==> config.mk <==
export PLATFORM = sky130hd
export DESIGN_NAME = lobm_bar
export DESIGN_NICKNAME = d
export VERILOG_FILES = /design/src/lobm_pkg.sv /design/src/lobm_bar.sv
export SDC_FILE = /design/constraint.sdc
export NUM_CORES = 1
export LEC_CHECK = 0
export BUFFER_PORTS_ARGS = -buffer_cell sky130_fd_sc_hd__buf_2
export CAP_MARGIN = 20
export CORE_ASPECT_RATIO = 1.4
export CORE_MARGIN = 2
export CORE_UTILIZATION = 50
export CTS_CLUSTER_SIZE = 14
export DETAILED_ROUTE_END_ITERATION = 16
export GPL_ROUTABILITY_DRIVEN = 0
export GPL_TIMING_DRIVEN = 1
export HOLD_SLACK_MARGIN = 0.08
export PLACE_DENSITY = 0.79
export SYNTH_ARGS = -nofsm -noshare
export SYNTH_HDL_FRONTEND = slang
export SYNTH_SLANG_ARGS = --single-unit
==> constraint.sdc <==
create_clock -name clk -period 4.22 [get_ports clk]
set_clock_uncertainty 0.2 [all_clocks]
set_input_delay 0 -clock clk [delete_from_list [all_inputs] [get_ports clk]]
set_output_delay 0 -clock clk [all_outputs]
set_load 0.005 [all_outputs]
==> src/lobm_pkg.sv <==
`default_nettype none
package lobm_pkg;

    localparam int PRICE_LEVELS = 4096;
    localparam int LVL_W = $clog2(PRICE_LEVELS);
    localparam int PRICE_W = LVL_W + 1;
    localparam int LQ_W = 40;
    localparam int ORD_W = 32;
    localparam int VOL_W = 48;

    localparam logic [LQ_W-1:0] LEVEL_MAX = {LQ_W{1'b1}};
    localparam logic [VOL_W-1:0] VOLUME_MAX = {VOL_W{1'b1}};

    localparam logic OP_SUBMIT = 1'b0;
    localparam logic OP_CLOSE = 1'b1;
    localparam logic SIDE_BUY = 1'b0;
    localparam logic SIDE_SELL = 1'b1;
    localparam logic ORDER_LIMIT = 1'b0;
    localparam logic ORDER_MARKET = 1'b1;
    localparam logic STATUS_OK = 1'b0;
    localparam logic STATUS_REJECT = 1'b1;

    // Request from the sequencer to the bar tracker.
    typedef struct packed {
        logic             fill;
        logic             clear;
        logic [LVL_W-1:0] price;
        logic [ORD_W-1:0] qty;
    } bar_upd_t;

    typedef struct packed {
        logic             has_fill;
        logic [LVL_W-1:0] open_px;
        logic [LVL_W-1:0] high_px;
        logic [LVL_W-1:0] low_px;
        logic [LVL_W-1:0] close_px;
        logic [VOL_W-1:0] volume;
    } bar_t;

endpackage
`default_nettype wire

==> src/lobm_bar.sv <==
`default_nettype none
module lobm_bar
    import lobm_pkg::*;
(
    input  wire logic     clk,
    input  wire logic     rst_n,
    input  wire bar_upd_t upd,
    output bar_t          bar
);

    bar_t bar_reg;
    bar_t bar_next;
    logic [VOL_W:0] vol_sum;

    always_comb
    begin
        vol_sum = {1'b0, bar_reg.volume} + (VOL_W + 1)'(upd.qty);
        bar_next = bar_reg;
        if (upd.clear)
        begin
            bar_next = '0;
        end
        else if (upd.fill)
        begin
            if (!bar_reg.has_fill)
            begin
                bar_next.has_fill = 1'b1;
                bar_next.open_px = upd.price;
                bar_next.high_px = upd.price;
                bar_next.low_px = upd.price;
                bar_next.close_px = upd.price;
                bar_next.volume = VOL_W'(upd.qty);
            end
            else
            begin
                if (upd.price > bar_reg.high_px)
                begin
                    bar_next.high_px = upd.price;
                end
                if (upd.price < bar_reg.low_px)
                begin
                    bar_next.low_px = upd.price;
                end
                bar_next.close_px = upd.price;
                bar_next.volume = vol_sum[VOL_W] ? VOLUME_MAX : vol_sum[VOL_W-1:0];
            end
        end
    end

    always_ff @(posedge clk or negedge rst_n)
    begin
        if (!rst_n)
        begin
            bar_reg <= '0;
        end
        else
        begin
            bar_reg <= bar_next;
        end
    end

    assign bar = bar_reg;

endmodule
`default_nettype wire

# [After elaboration in Yosys (flattened, before gate mapping)]
# Cells that the tools add are included.
[word_totals] input_bits=48 word_cells=23 regBits=97 out_inout_bits=97
[op_classes] n_mux=7 n_eq_ne=3 magnitude_cmp=2 add_sub_neg=1 reduce_logical=4
[op_table] operator="$mux W97" n=2
[op_table] operator="$mux W84" n=1
[op_table] operator="$add A48 B32 Y49" n=1
[op_table] operator="$mux W48" n=1
[op_table] operator="$mux W12" n=3
[op_table] operator="$gt A12 B12 Y1" n=1
[op_table] operator="$lt A12 B12 Y1" n=1
[op_table] operator="$ne A3 B2 Y1 const B" n=2
[op_table] operator="$reduce_and A2 Y1" n=3
[op_table] operator="$ne A2 B2 Y1 const B" n=1
[op_table] operator="$reduce_bool A2 Y1" n=1

# [Longest topological paths before layout]
[logic_depth] ltp_word=5 mapped_depth=11 mapped_depth_nobuf=10

# [Least setup slack after synthesis]
# No wires, ideal clock.
[synth_timing] kind="register to register" from="register bar_reg, in the netlist bar[0]" to="register bar_reg, in the netlist bar[26]" setup_time_ns=0.124 n_path_buf=0 path_stages_with_launch=11 synth_period_minus_slack_ns=3.019 arrival_time_ns=2.695 t_required_ns=3.896 path_slack_ns=1.201 path_cell_list="dfrtp_1 ha_1 fa_1 a21oi_1 nand4b_1 a31oi_1 o311a_1 o31ai_1 o21ai_0 mux2i_1 a211o_1"
[synth_between] elab_chain_cells=5
[synth_rtl] element="from (decl)" line_no="lobm_bar.sv:11" text="bar_t bar_reg;"
[synth_rtl] element="from (signal assigned)" line_no="lobm_bar.sv:58" text="bar_reg <= bar_next;"
[synth_rtl] element="$add A48 B32 Y49" line_no="lobm_bar.sv:17" text="vol_sum = {1'b0, bar_reg.volume} + (VOL_W + 1)'(upd.qty);"
[synth_rtl] element="$mux W48" line_no="lobm_bar.sv:45" text="bar_next.volume = vol_sum[VOL_W] ? VOLUME_MAX : vol_sum[VOL_W-1:0];"
[synth_rtl] element="$mux W84" line_no="lobm_bar.sv:25" text="if (!bar_reg.has_fill)"
[synth_rtl] element="$mux W97" line_no="lobm_bar.sv:23" text="else if (upd.fill)"
[synth_rtl] element="$mux W97" line_no="lobm_bar.sv:19" text="if (upd.clear)"
# Every way passes these cells. The select of a mux whose other input is x is not followed.
# A chain may end at the register's enable or synchronous reset.

# [Final worst setup path]
[layout_timing] from="register bar_reg, in the netlist bar[0]" to="register bar_reg, in the netlist bar[2]"
# Same word-level chain as after synthesis.

==> key figures <==
Floorplanning
  • DIE WIDTH: between 100 and 150 um
  • Core area: approximately 0.014 mm2
  • Die area: 0.0150 mm2
  • Die extent in y: ~140 um
  • Row cnt: 51
  • Initial Utilization: roughly half
  • IO Pins: 145

Clock network
  • Post-CTS setup buffers: 0
  • Max Root-Sink Buffers: 2
  • CTS resizes: 0
  • CTS root buffer: clkbuf_16
  • H-tree depth: 3
  • TritonCTS clock tree: built
  • Worst skew pair latency: approximately 350 ps
  • Total CTS buffers: 9
  • Reg clk slew, reported paths: approximately 80 ps
  • Cts hold-fix bufs: 76
  • Num Clock Sinks: a little under 100

Setup path
  • CP endpoint kind: register
  • Max FO, Critical Path: 15
  • Crit start category: register
  • Worst Path Arrival: 3820 ps
  • Required time worst endpoint: roughly 4300 ps
  • Crit path kind: register to register

Cells and area
  • Commonest non-fill, non-tap cell in the layout: buf_2
  • Diode count: 0
  • Most frequent cells in the layout: 143 x buf_2, 101 x nand2_1, 97 x dfrtp_1
  • Nets: ~1.1k
  • Max reg flops: between 90 and 100
  • Share of layout cells above drive strength 1: between 20% and 30%
  • Synth-to-Final Area Change: 26.9%

GRT
  • Number of global-route vias before repair: 6,769
  • Total GRT Usage: between 20% and 30%
  • GRT overflow: 0
  • Global-route wire length before repair: roughly 33,000 um
  • Largest net degree at the start of global routing: 60
  • Initial antenna violation count: 0

Flow run
  • # Max-Cap Violations: 0

Power and ir drop
  • Switch Pwr: 900 uW
  • Max rail drop VDD: 0.183 mV
  • Internal power: ~1.8 mW
  • Clock network fraction of design power: between 30% and 40%
  • Leak: between 4 and 5 nW
  • Pwr Density: roughly 300 mW/mm2
  • Gate power share: 30.1%
  • Part of the power in registers: 39.1%
  • Sw frac: 33.8%

STA
  • Unrepaired setup endpoints after global routing: no
  • Relative slew slack: approximately 43%
  • Final hold violations: 0
  • Setup Viol. Count Final: 0
  • Min Clock Period, post-route: ~3800 ps
  • Final setup TNS: 0 ps
  • Worst setup margin: ~440 ps
  • Worst-Margin Slew: around 860 ps
  • Tcrit/Tclk final: 89.5%
  • Final Max Tran Viols: 0
  • Fmax: around 0.26 GHz

Yosys
  • Share of the yosys chip area belonging to registers: between 30% and 40%
  • Synthesized Nets: 889
  • Distinct cells, synth: 71
  • Post-Synth Adder-Cell Area: a little over 10%
  • Yosys warning total: 0
  • #FFs+latches synth: 97
  • Gate Count Post-Synth: between 700 and 800
  • Simple-Gate Fraction of Synth Area: 18.0%
  • Ys flop type: dfrtp_1
  • Async set-reset flop share out of synthesis: 100%
  • Post-synthesis xor/xnor area fraction: approximately 3%
  • Proportion of synthesized area in mux cells: between 6 and 7%
  • Post-synth EDFFs: 0
  • Synth Cell Area: 0.00700 mm2
  • Mean post-synth cell area: 8.91 um2
  • Post-synthesis compound-gate area fraction: between 20% and 30%
  • Largest family of logic cells by synthesized area: compound AO/OA/AOI/OAI gates

Drt
  • Drt total wl: 20,000 um
  • Drt drc: 0
  • Initial DRT Pass Iterations: 5
  • Via density: approximately 6
  • Post-DRT Antenna Nets: 0
  • Initial drt markers: roughly 320
  • Post-DR wirelength/cell: approximately 17 um
  • Vias: 6,851

Place
  • Placement-stage worst setup slack: between 800 and 900 ps
  • Dpl hpwl: 13,800 um
  • Port bufs: 144

Worst hold path
  • Hold Crit Class: input pin to async pin

Status
  • Status: complete, no violations
-- power by group through the flow --
stage | Combinational, mW | Sequential [mW] | Clock, mW
2_1_floorplan | 0.497 | 1.05 | 0
3_3_place_gp | 0.724 | 1.05 | 0
3_5_place_dp | 0.734 | 1.06 | 0
4_1_cts | 0.794 | 1.04 | 0.836
5_1_grt | 0.888 | 1.05 | 0.872
6_report | 0.803 | 1.04 | 0.820
-- worst max-delay path: stages, from the launching register on --
cell,delay (ps)
dfrtp_1,390
ha_1,230
fa_1,410
a21oi_1,170
nand4b_1,170
a31oi_1,190
o211ai_2,250
a31oi_1,160
nand2b_1,360
buf_4,310
o221ai_1,160
dlygate4sd3_1,590
nand2_1,60
-- cell type report --
class	instances	area, um2
Inverter	34	128
Clock inverter	7	61.3
Multi-Input combinational cell	609	4250
Timing Repair Buffer	230	1560
Clock buffer	9	225
Tap cell	185	231
Fill cell	1174	4900
Sequential cell	97	2430
-- metal layers --
layer  track usage [%]  part of all wire, %
met1              31.3                   40
met2              49.4                   52
met3              4.13                  4.8
met4              11.1                  2.8
met5                 0                    0
-- cell usage after synthesis, drive strengths merged, types with 3 or more instances --
| cell type | count | share of area [%] |
|---|---|---|
| or4 | 7 | 0.75 |
| nor3 | 7 | 0.57 |
| mux2i | 16 | 2.3 |
| a311oi | 5 | 0.63 |
| nor4 | 4 | 0.36 |
| o211a | 3 | 0.43 |
| nor3b | 3 | 0.32 |
| o211ai | 10 | 1.1 |
| nand4 | 16 | 1.4 |
| or2 | 5 | 0.45 |
| o21ai | 38 | 2.9 |
| xor2 | 9 | 1.1 |
| nor2b | 16 | 1.4 |
| nand3 | 24 | 1.7 |
| and3 | 8 | 0.72 |
| a21boi | 3 | 0.48 |
| and2 | 8 | 0.73 |
| inv | 34 | 1.8 |
| a211oi | 5 | 0.54 |
| ha | 55 | 9.8 |
| nand2 | 101 | 5.4 |
| o221ai | 20 | 2.5 |
| mux2 | 24 | 3.9 |
| buf | 20 | 1.5 |
| o21a | 5 | 0.54 |
| xnor2 | 15 | 1.9 |
| a31oi | 6 | 0.84 |
| dfrtp | 97 | 35 |
| a211o | 8 | 1.0 |
| a21oi | 59 | 4.4 |
| a221o | 5 | 0.73 |
| o31ai | 4 | 0.43 |
| o21bai | 7 | 0.75 |
| a21o | 33 | 3.5 |
| clkbuf | 25 | 1.3 |
| nor2 | 42 | 2.3 |
| or3 | 4 | 0.36 |
| nand2b | 9 | 0.80 |
-- cell families (layout without fill, tap and decap cells) --
group | Yosys count | after routing
AO/OA/AOI/OAI | 229 | 229
XOR/XNOR | 24 | 24
adder cells (fa/ha/maj) | 56 | 56
buffers and inverters | 79 | 280
flip-flops | 97 | 97
multiplexers | 40 | 40
AND/OR/NAND/NOR | 260 | 260
-- stage by stage --
| step | cell area, um2 | instances | total power, mW | hold slack, ps | utilization [%] |
|---|---|---|---|---|---|
| 6_report | 8880 | 1171 | 2.66 | 62.0 | 64.4 |
| 5_1_grt | 8880 | 1171 | 2.81 | 144 | 64.4 |
| 4_1_cts | 8880 | 1171 | 2.67 | 107 | 64.4 |
| 3_5_place_dp | 7830 | 1079 | 1.79 | -61.4 | 56.8 |
| 3_3_place_gp | 7830 | 1079 | 1.78 | -76.4 | 56.8 |
| 2_1_floorplan | 7000 | 785 | 1.55 | -496 | - |
-- final timing paths --
check	from	end	slack (ps)	cells after the start
setup / recovery	bar[0]$_DFFE_PN0P_	bar[2]$_DFFE_PN0P_	440	12
hold / removal	rst_n	bar[80]$_DFFE_PN0P_	60	2
setup reg to reg	bar[0]$_DFFE_PN0P_	bar[2]$_DFFE_PN0P_	440	12
hold reg to reg	bar[0]$_DFFE_PN0P_	bar[0]$_DFFE_PN0P_	310	2
max in group asynchronous	rst_n	bar[15]$_DFFE_PN0P_	2730	3
min in group clk	upd[33]	bar[85]$_DFFE_PN0P_	310	4
(Power assumes the default switching activity.)
